===== src/sv/vma_pkg.sv =====
// ----------------------------------------------------------------------------
// vma_pkg
// Shared widths, command codes, step program and controller/datapath structs
// for the velocity moment accumulator.
// ----------------------------------------------------------------------------
package vma_pkg;

   localparam int IMPULSE_WIDTH   = 16;
   localparam int VALUE_WIDTH     = 32;
   localparam int ACC_WIDTH       = 64;
   localparam int OUT_WIDTH       = 48;
   localparam int CSR_WIDTH       = 32;
   localparam int CSR_INDEX_WIDTH = 1;
   localparam int WIDE_WIDTH      = 128;
   localparam int MULB_WIDTH      = 64;
   localparam int P2_WIDTH        = 2 * IMPULSE_WIDTH + 2;
   localparam int CNT_WIDTH       = $clog2(WIDE_WIDTH + 1);
   localparam int STEP_WIDTH      = 6;
   localparam int NUM_AXES        = 3;
   localparam int AXIS_WIDTH      = 2;

   localparam int PF_SHIFT   = 8;
   localparam int P2F_SHIFT  = 16;
   localparam int HEAT_SHIFT = 24;
   localparam int DENS_SHIFT = 16;
   localparam int TEMP_SHIFT = 32;
   localparam int FLUX_SHIFT = 15;

   localparam logic [CSR_WIDTH-1:0] CSR_RESET_VALUE = CSR_WIDTH'(65536);
   localparam logic [CSR_INDEX_WIDTH-1:0] CSR_PARTICLE_MASS = 1'b0;
   localparam logic [CSR_INDEX_WIDTH-1:0] CSR_CELL_VOLUME   = 1'b1;

   localparam logic [AXIS_WIDTH-1:0] AXIS_X = 2'd0;
   localparam logic [AXIS_WIDTH-1:0] AXIS_Y = 2'd1;
   localparam logic [AXIS_WIDTH-1:0] AXIS_Z = 2'd2;

   localparam logic KIND_MUL = 1'b0;
   localparam logic KIND_DIV = 1'b1;

   localparam logic [3:0] A_MAG     = 4'd0;
   localparam logic [3:0] A_P2      = 4'd1;
   localparam logic [3:0] A_TMP     = 4'd2;
   localparam logic [3:0] A_SUMF    = 4'd3;
   localparam logic [3:0] A_MAGS1   = 4'd4;
   localparam logic [3:0] A_MAGS3   = 4'd5;
   localparam logic [3:0] A_M       = 4'd6;
   localparam logic [3:0] A_M3      = 4'd7;
   localparam logic [3:0] A_DENS    = 4'd8;
   localparam logic [3:0] A_NUM     = 4'd9;
   localparam logic [3:0] A_TMP_SHL = 4'd10;

   localparam logic [2:0] B_MAG   = 3'd0;
   localparam logic [2:0] B_F     = 3'd1;
   localparam logic [2:0] B_DV    = 3'd2;
   localparam logic [2:0] B_M     = 3'd3;
   localparam logic [2:0] B_SUMF  = 3'd4;
   localparam logic [2:0] B_TEMP  = 3'd5;
   localparam logic [2:0] B_MAGS1 = 3'd6;

   localparam logic [1:0] D_M    = 2'd0;
   localparam logic [1:0] D_SUMF = 2'd1;
   localparam logic [1:0] D_DEN  = 2'd2;
   localparam logic [1:0] D_MM   = 2'd3;

   localparam logic [3:0] WB_P2_SET   = 4'd0;
   localparam logic [3:0] WB_P2_ADD   = 4'd1;
   localparam logic [3:0] WB_SUMP2F   = 4'd2;
   localparam logic [3:0] WB_PF       = 4'd3;
   localparam logic [3:0] WB_TMP      = 4'd4;
   localparam logic [3:0] WB_HEAT     = 4'd5;
   localparam logic [3:0] WB_DENS     = 4'd6;
   localparam logic [3:0] WB_FLOW     = 4'd7;
   localparam logic [3:0] WB_SPREAD   = 4'd8;
   localparam logic [3:0] WB_DEN      = 4'd9;
   localparam logic [3:0] WB_TEMP     = 4'd10;
   localparam logic [3:0] WB_PRES     = 4'd11;
   localparam logic [3:0] WB_MM       = 4'd12;
   localparam logic [3:0] WB_HEAT_OUT = 4'd13;

   localparam logic [STEP_WIDTH-1:0] S_SQ0  = 6'd0;
   localparam logic [STEP_WIDTH-1:0] S_SQ1  = 6'd1;
   localparam logic [STEP_WIDTH-1:0] S_SQ2  = 6'd2;
   localparam logic [STEP_WIDTH-1:0] S_P2F  = 6'd3;
   localparam logic [STEP_WIDTH-1:0] S_PF0  = 6'd4;
   localparam logic [STEP_WIDTH-1:0] S_PF1  = 6'd5;
   localparam logic [STEP_WIDTH-1:0] S_PF2  = 6'd6;
   localparam logic [STEP_WIDTH-1:0] S_H0A  = 6'd7;
   localparam logic [STEP_WIDTH-1:0] S_H0B  = 6'd8;
   localparam logic [STEP_WIDTH-1:0] S_H1A  = 6'd9;
   localparam logic [STEP_WIDTH-1:0] S_H1B  = 6'd10;
   localparam logic [STEP_WIDTH-1:0] S_H2A  = 6'd11;
   localparam logic [STEP_WIDTH-1:0] S_H2B  = 6'd12;
   localparam logic [STEP_WIDTH-1:0] S_DENS = 6'd13;
   localparam logic [STEP_WIDTH-1:0] S_FL0A = 6'd14;
   localparam logic [STEP_WIDTH-1:0] S_FL0B = 6'd15;
   localparam logic [STEP_WIDTH-1:0] S_FL1A = 6'd16;
   localparam logic [STEP_WIDTH-1:0] S_FL1B = 6'd17;
   localparam logic [STEP_WIDTH-1:0] S_FL2A = 6'd18;
   localparam logic [STEP_WIDTH-1:0] S_FL2B = 6'd19;
   localparam logic [STEP_WIDTH-1:0] S_SP0A = 6'd20;
   localparam logic [STEP_WIDTH-1:0] S_SP0B = 6'd21;
   localparam logic [STEP_WIDTH-1:0] S_SP1A = 6'd22;
   localparam logic [STEP_WIDTH-1:0] S_SP1B = 6'd23;
   localparam logic [STEP_WIDTH-1:0] S_SP2A = 6'd24;
   localparam logic [STEP_WIDTH-1:0] S_SP2B = 6'd25;
   localparam logic [STEP_WIDTH-1:0] S_DEN  = 6'd26;
   localparam logic [STEP_WIDTH-1:0] S_TEMP = 6'd27;
   localparam logic [STEP_WIDTH-1:0] S_PRES = 6'd28;
   localparam logic [STEP_WIDTH-1:0] S_MM   = 6'd29;
   localparam logic [STEP_WIDTH-1:0] S_HT0A = 6'd30;
   localparam logic [STEP_WIDTH-1:0] S_HT0B = 6'd31;
   localparam logic [STEP_WIDTH-1:0] S_HT1A = 6'd32;
   localparam logic [STEP_WIDTH-1:0] S_HT1B = 6'd33;
   localparam logic [STEP_WIDTH-1:0] S_HT2A = 6'd34;
   localparam logic [STEP_WIDTH-1:0] S_HT2B = 6'd35;

   typedef struct packed {
      logic                  kind;
      logic [3:0]            a_sel;
      logic [2:0]            b_sel;
      logic [1:0]            d_sel;
      logic [3:0]            wb;
      logic [AXIS_WIDTH-1:0] idx;
   } op_type;

   typedef struct packed {
      logic   load;
      logic   start;
      logic   wb_en;
      logic   resp;
      op_type op;
   } cmd_type;

   typedef struct packed {
      logic unit_done;
      logic final_pt;
      logic has_gas;
   } status_type;

   function automatic op_type mk_op(input logic kind, input logic [3:0] a_sel,
                                    input logic [2:0] b_sel, input logic [1:0] d_sel,
                                    input logic [3:0] wb, input logic [AXIS_WIDTH-1:0] idx);
      op_type op;
      op.kind  = kind;
      op.a_sel = a_sel;
      op.b_sel = b_sel;
      op.d_sel = d_sel;
      op.wb    = wb;
      op.idx   = idx;
      return op;
   endfunction

   function automatic op_type step_decode(input logic [STEP_WIDTH-1:0] step);
      op_type op;
      case (step)
         S_SQ0:  op = mk_op(KIND_MUL, A_MAG, B_MAG, D_M, WB_P2_SET, AXIS_X);
         S_SQ1:  op = mk_op(KIND_MUL, A_MAG, B_MAG, D_M, WB_P2_ADD, AXIS_Y);
         S_SQ2:  op = mk_op(KIND_MUL, A_MAG, B_MAG, D_M, WB_P2_ADD, AXIS_Z);
         S_P2F:  op = mk_op(KIND_MUL, A_P2, B_F, D_M, WB_SUMP2F, AXIS_X);
         S_PF0:  op = mk_op(KIND_MUL, A_MAG, B_F, D_M, WB_PF, AXIS_X);
         S_PF1:  op = mk_op(KIND_MUL, A_MAG, B_F, D_M, WB_PF, AXIS_Y);
         S_PF2:  op = mk_op(KIND_MUL, A_MAG, B_F, D_M, WB_PF, AXIS_Z);
         S_H0A:  op = mk_op(KIND_MUL, A_P2, B_MAG, D_M, WB_TMP, AXIS_X);
         S_H0B:  op = mk_op(KIND_MUL, A_TMP, B_F, D_M, WB_HEAT, AXIS_X);
         S_H1A:  op = mk_op(KIND_MUL, A_P2, B_MAG, D_M, WB_TMP, AXIS_Y);
         S_H1B:  op = mk_op(KIND_MUL, A_TMP, B_F, D_M, WB_HEAT, AXIS_Y);
         S_H2A:  op = mk_op(KIND_MUL, A_P2, B_MAG, D_M, WB_TMP, AXIS_Z);
         S_H2B:  op = mk_op(KIND_MUL, A_TMP, B_F, D_M, WB_HEAT, AXIS_Z);
         S_DENS: op = mk_op(KIND_MUL, A_SUMF, B_DV, D_M, WB_DENS, AXIS_X);
         S_FL0A: op = mk_op(KIND_MUL, A_MAGS1, B_DV, D_M, WB_TMP, AXIS_X);
         S_FL0B: op = mk_op(KIND_DIV, A_TMP, B_DV, D_M, WB_FLOW, AXIS_X);
         S_FL1A: op = mk_op(KIND_MUL, A_MAGS1, B_DV, D_M, WB_TMP, AXIS_Y);
         S_FL1B: op = mk_op(KIND_DIV, A_TMP, B_DV, D_M, WB_FLOW, AXIS_Y);
         S_FL2A: op = mk_op(KIND_MUL, A_MAGS1, B_DV, D_M, WB_TMP, AXIS_Z);
         S_FL2B: op = mk_op(KIND_DIV, A_TMP, B_DV, D_M, WB_FLOW, AXIS_Z);
         S_SP0A: op = mk_op(KIND_MUL, A_MAGS1, B_MAGS1, D_M, WB_TMP, AXIS_X);
         S_SP0B: op = mk_op(KIND_DIV, A_TMP, B_F, D_SUMF, WB_SPREAD, AXIS_X);
         S_SP1A: op = mk_op(KIND_MUL, A_MAGS1, B_MAGS1, D_M, WB_TMP, AXIS_Y);
         S_SP1B: op = mk_op(KIND_DIV, A_TMP, B_F, D_SUMF, WB_SPREAD, AXIS_Y);
         S_SP2A: op = mk_op(KIND_MUL, A_MAGS1, B_MAGS1, D_M, WB_TMP, AXIS_Z);
         S_SP2B: op = mk_op(KIND_DIV, A_TMP, B_F, D_SUMF, WB_SPREAD, AXIS_Z);
         S_DEN:  op = mk_op(KIND_MUL, A_M3, B_SUMF, D_M, WB_DEN, AXIS_X);
         S_TEMP: op = mk_op(KIND_DIV, A_NUM, B_F, D_DEN, WB_TEMP, AXIS_X);
         S_PRES: op = mk_op(KIND_MUL, A_DENS, B_TEMP, D_M, WB_PRES, AXIS_X);
         S_MM:   op = mk_op(KIND_MUL, A_M, B_M, D_M, WB_MM, AXIS_X);
         S_HT0A: op = mk_op(KIND_MUL, A_MAGS3, B_DV, D_M, WB_TMP, AXIS_X);
         S_HT0B: op = mk_op(KIND_DIV, A_TMP_SHL, B_F, D_MM, WB_HEAT_OUT, AXIS_X);
         S_HT1A: op = mk_op(KIND_MUL, A_MAGS3, B_DV, D_M, WB_TMP, AXIS_Y);
         S_HT1B: op = mk_op(KIND_DIV, A_TMP_SHL, B_F, D_MM, WB_HEAT_OUT, AXIS_Y);
         S_HT2A: op = mk_op(KIND_MUL, A_MAGS3, B_DV, D_M, WB_TMP, AXIS_Z);
         S_HT2B: op = mk_op(KIND_DIV, A_TMP_SHL, B_F, D_MM, WB_HEAT_OUT, AXIS_Z);
         default: op = mk_op(KIND_MUL, A_MAG, B_MAG, D_M, WB_TMP, AXIS_X);
      endcase
      return op;
   endfunction

endpackage


===== src/sv/vma_ctrl.sv =====
// ----------------------------------------------------------------------------
// vma_ctrl
// Step sequencer: walks the per-point program and, on the last point, the
// moment evaluation program, one multiply or divide per step.
// ----------------------------------------------------------------------------
module vma_ctrl (
   input  logic                 clock,
   input  logic                 reset,
   input  logic                 start,
   output logic                 busy,
   output logic                 rsp_valid,
   input  vma_pkg::status_type  status,
   output vma_pkg::cmd_type     cmd
);
   import vma_pkg::*;

   localparam logic [1:0] ST_IDLE  = 2'd0;
   localparam logic [1:0] ST_ISSUE = 2'd1;
   localparam logic [1:0] ST_WAIT  = 2'd2;
   localparam logic [1:0] ST_RESP  = 2'd3;

   logic [1:0]            state_ff, state_in;
   logic [STEP_WIDTH-1:0] step_ff, step_in;

   always_comb begin
      state_in  = state_ff;
      step_in   = step_ff;
      cmd.load  = 1'b0;
      cmd.start = 1'b0;
      cmd.wb_en = 1'b0;
      cmd.resp  = 1'b0;
      cmd.op    = step_decode(step_ff);
      case (state_ff)
         ST_IDLE: begin
            if (start) begin
               cmd.load = 1'b1;
               step_in  = S_SQ0;
               state_in = ST_ISSUE;
            end
         end
         ST_ISSUE: begin
            cmd.start = 1'b1;
            state_in  = ST_WAIT;
         end
         ST_WAIT: begin
            if (status.unit_done) begin
               cmd.wb_en = 1'b1;
               state_in  = ST_ISSUE;
               if (step_ff == S_H2B) begin
                  step_in = S_DENS;
                  if (!status.final_pt) begin
                     state_in = ST_IDLE;
                  end
               end else if (step_ff == S_FL2B && !status.has_gas) begin
                  state_in = ST_RESP;
               end else if (step_ff == S_HT2B) begin
                  state_in = ST_RESP;
               end else begin
                  step_in = step_ff + STEP_WIDTH'(1);
               end
            end
         end
         ST_RESP: begin
            cmd.resp = 1'b1;
            state_in = ST_IDLE;
         end
         default: begin
            state_in = ST_IDLE;
         end
      endcase
   end

   always_ff @(posedge clock) begin
      if (reset) begin
         state_ff <= ST_IDLE;
         step_ff  <= S_SQ0;
      end else begin
         state_ff <= state_in;
         step_ff  <= step_in;
      end
   end

   assign busy      = (state_ff != ST_IDLE);
   assign rsp_valid = (state_ff == ST_RESP);

   a_resp_after_wait: assert property (@(posedge clock) disable iff (reset)
      state_ff == ST_RESP |-> $past(state_ff) == ST_WAIT)
      else $error("response without a finished step");

   a_issue_then_wait: assert property (@(posedge clock) disable iff (reset)
      state_ff == ST_ISSUE |=> state_ff == ST_WAIT)
      else $error("issue not followed by wait");

   a_step_in_range: assert property (@(posedge clock) disable iff (reset)
      state_ff != ST_IDLE |-> step_ff <= S_HT2B)
      else $error("step out of program");

   a_load_only_idle: assert property (@(posedge clock) disable iff (reset)
      cmd.load |-> !busy && !cmd.wb_en)
      else $error("load while busy");

endmodule


===== config.mk =====
export PLATFORM = sky130hd
export DESIGN_NAME = vma_ctrl
export DESIGN_NICKNAME = d
export VERILOG_FILES = /design/src/sv/vma_pkg.sv /design/src/sv/vma_ctrl.sv
export SDC_FILE = /design/constraint.sdc
export NUM_CORES = 1
export LEC_CHECK = 0
export ABC_AREA = 1
export BUFFER_PORTS_ARGS = -buffer_cell sky130_fd_sc_hd__buf_2
export CORE_ASPECT_RATIO = 0.7
export CORE_MARGIN = 4
export CORE_UTILIZATION = 35
export DETAILED_ROUTE_END_ITERATION = 10
export SKIP_LAST_GASP = 1
export SLEW_MARGIN = 10
export SYNTH_ARGS = -nofsm -noshare
export SYNTH_HDL_FRONTEND = slang
export SYNTH_SLANG_ARGS = --single-unit

===== constraint.sdc =====
create_clock -name clock -period 4.6 [get_ports clock]
set_input_delay 0 -clock clock [delete_from_list [all_inputs] [get_ports clock]]
set_output_delay 0 -clock clock [all_outputs]
set_load 0.1 [all_outputs]

==> metrics.cfg, run 1 <==
[critical_path]
cp_top_family=simple AND/OR/NAND/NOR gates
slowest_delay_ps=430
cp_common_cell=nor2_1
path_cells=ha_1, inv_1, nor3_4, nand3_4, nand3_4, nand2_1, o211ai_1, inv_1, ha_1, inv_1, nor2_1, nor2_1, nor2_1, nor2_1, nand2_1
reg2reg_from=step_ff[0]$_SDFFE_PP0N_
crit_slowest_cell=dfxtp_1
crit_path_end_kind=register
worstSetupStartpointType=register
cp.depth=15
critPathBufInv=3
crit_required_ps=4770
worst_ep_arrival_time_ps=2820
crit_start=step_ff[0]$_SDFFE_PP0N_
cp_max_fo=8
rr_worst_depth=15
worst-setup-path-type=register to register

[sta]
tightest_slew_ps=578
min_period_ps=2650
slew_headroom_pct=61.3
slew_violations=0
timing.final.hold_violations=0
max_freq_mhz=377
whs_ps=23.1
fin_crit_sh_pct=57.6
rsz0062_at_grt=no
setup_slack_ps=1950
setup_violations=0
fin_skew_ps=8.04
setup_tns_ps=0

[clock_tree]
h-tree-depth=1
insertion_delay_ps=270
post_cts_buffers=0
path_clk_slew_ps=90
cts_hold_buf=0
cts_tree=built
cts_buffers=3
clockBufferDepth=2
numClockSinks=24
cts_root_buffer=clkbuf_8
cts-resized-gates=0

[power_and_ir_drop]
p_clk_share_pct=16.8
p_leak_nw=1.06
power.density_mw_per_mm2=371
finalPower_uw=752
power_frac_comb_pct=50.3
power.switching_uw=386
switching_share_pct=51.4
max-vdd-ir-drop_mv=0.130
p_int_uw=366
p_seq_share_pct=32.9

[global_route]
grt_pass1_wl_um=7480
grt_pass1_vias=1530
grt_max_degree=23
grt-ovfl-total=0
grt.total_usage_pct=15.1
antenna_found_initial=0

[layout]
final_cell_mix=nand2_1 (71), nand3_1 (31), inv_1 (27), buf_2 (27), dfxtp_1 (24)
layout_commonest_cell=nand2_1
post-route-util_pct=41.4
final_cells=354
fillers=529
final_area_mm2=0.00202
area_growth_pct=11.8
drive_gt1_share_pct=25.3
layout.nets=304
antenna_cells=0

[detailed_routing]
drtIter0Drc=152
num_vias=1782
wire_per_inst_um=12.7
post_drt_via_cell_ratio=5.03
drc_errors=0
first_pass_iters=5
drt_wl_total_um=4490
ant_nets=0

[yosys]
synthesis.area_mm2=0.00181
yosysSeqAreaShare_pct=26.5
synth_nets=277
syn_inst=260
avgSynthCellArea_um2=6.96
yosysWarnings=0
ys_ff_latch=24
yosys.cell_types.count=31

[worst_hold_path]
min-delay-path-class=primary input to register
holdPathStages=3
min_from=start

[place]
port-buffer-count=27
dpl.cell_count=351
post-place-ws_ps=2000
placed_cell_area_mm2=0.00198
gp_congestion=0.886
dp_hpwl_um=3580

[die]
die_h_um=68.2
core-area_mm2=0.00489
dieArea_mm2=0.00641
die_w_um=94.0
io-pin-count=28
initial_utilization_pct=37.0
rows=21

[status]
status=complete, no violations

[run]
max_cap_viol_count=0

## worst paths after layout
check / end / slack [ps]
hold reg to reg: state_ff[1]$_SDFFE_PP0P_ / 700
setup / recovery: cmd[11]$_DFF_P_ / 1950
hold / removal: state_ff[0]$_SDFFE_PP0P_ / 20
setup reg to reg: cmd[11]$_DFF_P_ / 1950
## synth_stat cells
library cell  number  area [µm²]
nand2_1           71         267
nand3_1           31         155
inv_1             27         101
dfxtp_1           24         480
nor2_1            19        71.3
o21ai_1           12        60.1
ha_1              11         138
nand2_2           10        62.6
inv_2              8        30.0
nand3_2            5        50.1
nand3_4            5        87.6
o211ai_1           4        30.0
o21ai_0            4        20.0
a21oi_1            3        15.0
buf_6              3        33.8
nor2_2             3        18.8
nor2_4             3        33.8
buf_4              2        15.0
inv_4              2        12.5
nor3_2             2        20.0
a2111oi_0          1        8.76
nand2_4            1        11.3
nand4_1            1        6.26
nor2_8             1        20.0
nor3_4             1        16.3
nor3b_1            1        7.51
o21ai_2            1        8.76
o22ai_1            1        6.26
o41ai_1            1        8.76
or2_1              1        6.26
xnor2_1            1        8.76
## state kept, by name, summed over array words and instances, names as in the netlist
name,flops
state_ff,2
step_ff,6
cmd,16
## cells by family (layout without fill, tap and decap cells)
kind of cell | after synthesis | count (layout) | share of synthesized area (%)
buf+inv | 42 | 67 | 10.6
compound gates | 27 | 27 | 8.71
flops | 24 | 24 | 26.5
fa+ha+maj | 11 | 11 | 7.60
xor+xnor | 1 | 1 | 0.484
simple gates | 155 | 155 | 46.0
## tightest hold or removal path: stages
cell and delay, ps:
buf_2 100, nor2_1 90, a2111oi_0 60
## layout make-up
type	count	area [µm²]	share of cell area [%]
inverter	37	144	7.11
multi-input combinational	194	1140	56.2
tap	69	86.3	4.26
sequential	24	480	23.7
timing repair buffer	27	135	6.67
clock buffer	3	41.3	2.04
## layer usage
| metal | global-route usage (%) | part of all wire, % | vias up |
|---|---|---|---|
| met4 | 2.52 | 0.69 | 0 |
| met1 | 23.0 | 51 | 809 |
| met3 | 3.74 | 9.7 | 7 |
| met2 | 21.4 | 38 | 77 |
| li1 | - | - | 889 |
| met5 | 0 | 0 | - |
## power groups by stage
stage / logic (mW) / registers (mW) / clock network [mW]
finish: 0.378 / 0.248 / 0.126
floorplan: 0.217 / 0.355 / 0
CTS: 0.375 / 0.248 / 0.133
global route: 0.408 / 0.250 / 0.143
global placement: 0.379 / 0.252 / 0
detailed placement: 0.374 / 0.253 / 0
Note: power is estimated with default switching activity, not from simulation.
==> inputs of run 2 (changes only) <==
--- a/config.mk
+++ b/config.mk
@@ -5,7 +5,7 @@
 export SDC_FILE = /design/constraint.sdc
 export NUM_CORES = 1
 export LEC_CHECK = 0
-export ABC_AREA = 1
+export ABC_AREA = 0
 export BUFFER_PORTS_ARGS = -buffer_cell sky130_fd_sc_hd__buf_2
 export CORE_ASPECT_RATIO = 0.7
 export CORE_MARGIN = 4
==> constraint.sdc (replaced) <==
create_clock -name clock -period 2.8 [get_ports clock]
set_input_delay 0 -clock clock [delete_from_list [all_inputs] [get_ports clock]]
set_output_delay 0 -clock clock [all_outputs]
set_load 0.1 [all_outputs]
==> metrics.cfg, run 2 <==
[status]
status=complete, no violations

[yosys]
synthArstFlopShare_pct=0
synth_edf_count=0
yosysTopAreaCell=dfxtp_1
avgSynthCellArea_um2=8.04
ys_ff_latch=24
synth_top_flop_cell=dfxtp_1
yosysWarnings=0
yosys-top-cells-count=dfxtp_1 (24), nand2_1 (20), nor2_1 (20)
synthTopCellsByArea=dfxtp_1 (29%), ha_1 (8.2%), nand2_1 (4.5%)
syn_inst=208
yosysSeqAreaShare_pct=28.7
yosys.cell_types.count=53
synthesis.area_mm2=0.00167
synth_nets=225
yosysMostFrequentCell=dfxtp_1
yosysTopAreaCellShare_pct=28.7

[power_and_ir_drop]
p_clk_share_pct=35.2
power.density_mw_per_mm2=413
p_int_uw=612
switching_share_pct=31.0
p_seq_share_pct=40.0
max-vdd-ir-drop_mv=0.166
power_frac_comb_pct=24.8
p_leak_nw=0.945
finalPower_uw=888
power.switching_uw=276

[critical_path]
cp_top_family=simple AND/OR/NAND/NOR gates
path_cells=ha_4, nand4b_1, or3_1, a221oi_4, buf_4, mux2i_1, a32o_1, or4_1
crit_slowest_cell=or4_1
cp_max_fo=9
critPathBufInv=1
worst-setup-path-type=register to register
crit_path_end_kind=register
crit_required_ps=2960
worstSetupStartpointType=register
worst_ep_arrival_time_ps=2780
slowest_delay_ps=520

[clock_tree]
cts_root_buffer=clkbuf_8
path_clk_slew_ps=100
h-tree-depth=1
clockBufferDepth=2
cts_tree=built
insertion_delay_ps=280
numClockSinks=24
cts_buffers=3

[layout]
final_area_mm2=0.00215
antenna_cells=0
layout_commonest_cell=buf_2
final_cell_mix=buf_2 (27), buf_4 (23), dfxtp_1 (21)
layout.nets=267
area_growth_pct=28.5
largest_reg_flops=16
final_cells=304
drive_gt1_share_pct=33.3

[global_route]
grt_pass1_vias=1474
grt_pass1_wl_um=7610
grt_max_degree=24
grt.total_usage_pct=15.9
grt-ovfl-total=0
antenna_found_initial=0

[detailed_routing]
ant_nets=0
drt_wl_total_um=4820
num_vias=1726
post_drt_via_cell_ratio=5.68
first_pass_iters=5
drc_errors=0
drtIter0Drc=178
wire_per_inst_um=15.8

[sta]
max_freq_mhz=381
slew_headroom_pct=64.4
min_period_ps=2630
tightest_slew_ps=529
slew_violations=0
setup_tns_ps=0
fin_skew_ps=10.5
setup_violations=0
fin_crit_sh_pct=93.8
timing.final.hold_violations=0

[die]
die_h_um=65.8
initial_utilization_pct=37.3
rows=20
core-area_mm2=0.00448
die_w_um=90.6
dieArea_mm2=0.00597
io-pin-count=28

[place]
port-buffer-count=27
dpl.cell_count=299
dp_hpwl_um=3650
gp_congestion=0.911
placed_cell_area_mm2=0.00200

[worst_hold_path]
min-delay-path-class=primary input to register

[run]
max_cap_viol_count=0

run 2: cell count changes after synthesis, sizes merged, moves of 4 or more:
cell   before  now
a21oi       3    8
nand2      82   20
inv        37   12
buf         5   11
nor3        3   10
o21ai      17   13
nor3b       1    5
mux2        0    4
nor2       26   20
mux2i       0    9
nand3      41    7
run 2: worst paths after layout:
kind                                start                  endpoint  slack, ps  cells past startpoint
setup / recovery  step_ff[1]$_SDFFE_PP0N_            cmd[8]$_DFF_P_        170                      8
hold / removal                      reset  state_ff[1]$_SDFFE_PP0P_         40                      2
setup reg to reg  step_ff[1]$_SDFFE_PP0N_            cmd[8]$_DFF_P_        170                      8
hold reg to reg   step_ff[3]$_SDFFE_PP0N_  state_ff[0]$_SDFFE_PP0P_        670                      2
run 2: power groups by stage:
stage               sequential [mW]  clock (mW)  combinational [mW]
finish                        0.355       0.313               0.220
global route                  0.357       0.335               0.232
CTS                           0.354       0.313               0.209
detailed placement            0.362           0               0.206
global placement              0.362           0               0.208
floorplan                     0.388           0               0.125
run 2: cell type report:
class / count / area [µm²]
clock inverter: 1 / 30.0
sequential: 24 / 484
timing repair buffer: 51 / 318
clock buffer: 3 / 41.3
fill: 434 / 2330
inverter: 13 / 51.3
tap: 55 / 68.8
multi-input combinational: 157 / 1160
run 2: through the flow:
step                utilization, %  setup slack (ps)  hold WS (ps)
floorplan                        -             -92.6           132
global placement              44.7               115           230
detailed placement            44.7              7.49           239
CTS                           46.7              44.4          15.8
global route                  48.0             -17.7          43.4
finish                        48.0               173          37.7
run 2: logic make-up (layout without fill, tap and decap cells):
kind of cell | after synthesis | count (layout) | synth area share, %
AOI/OAI and AO/OA | 51 | 51 | 21.6
buffers and inverters | 27 | 68 | 7.85
muxes | 13 | 13 | 8.75
and+or+nand+nor | 81 | 81 | 24.3
DFF | 24 | 24 | 28.7
xor gates and xnor gates | 1 | 1 | 0.524
adders and majority gates | 11 | 11 | 8.23
run 2: per-layer routing:
layer,global-route usage (%),share of wire (%),vias to the layer above
li1,-,-,838
met1,24.1,50,797
met2,22.2,40,87
met3,4.44,9.8,4
met4,2.67,0.56,0
met5,0,0,-
run 2: what timing repair did:
item / CTS / global route
resized for setup: 1 / 12
hold buffers: 1 / 0
endpoints found under the setup margin: 2 / 6
pin swaps: 0 / 0
buffers inserted: 0 / 0
hold endpoints to repair: 1 / 0
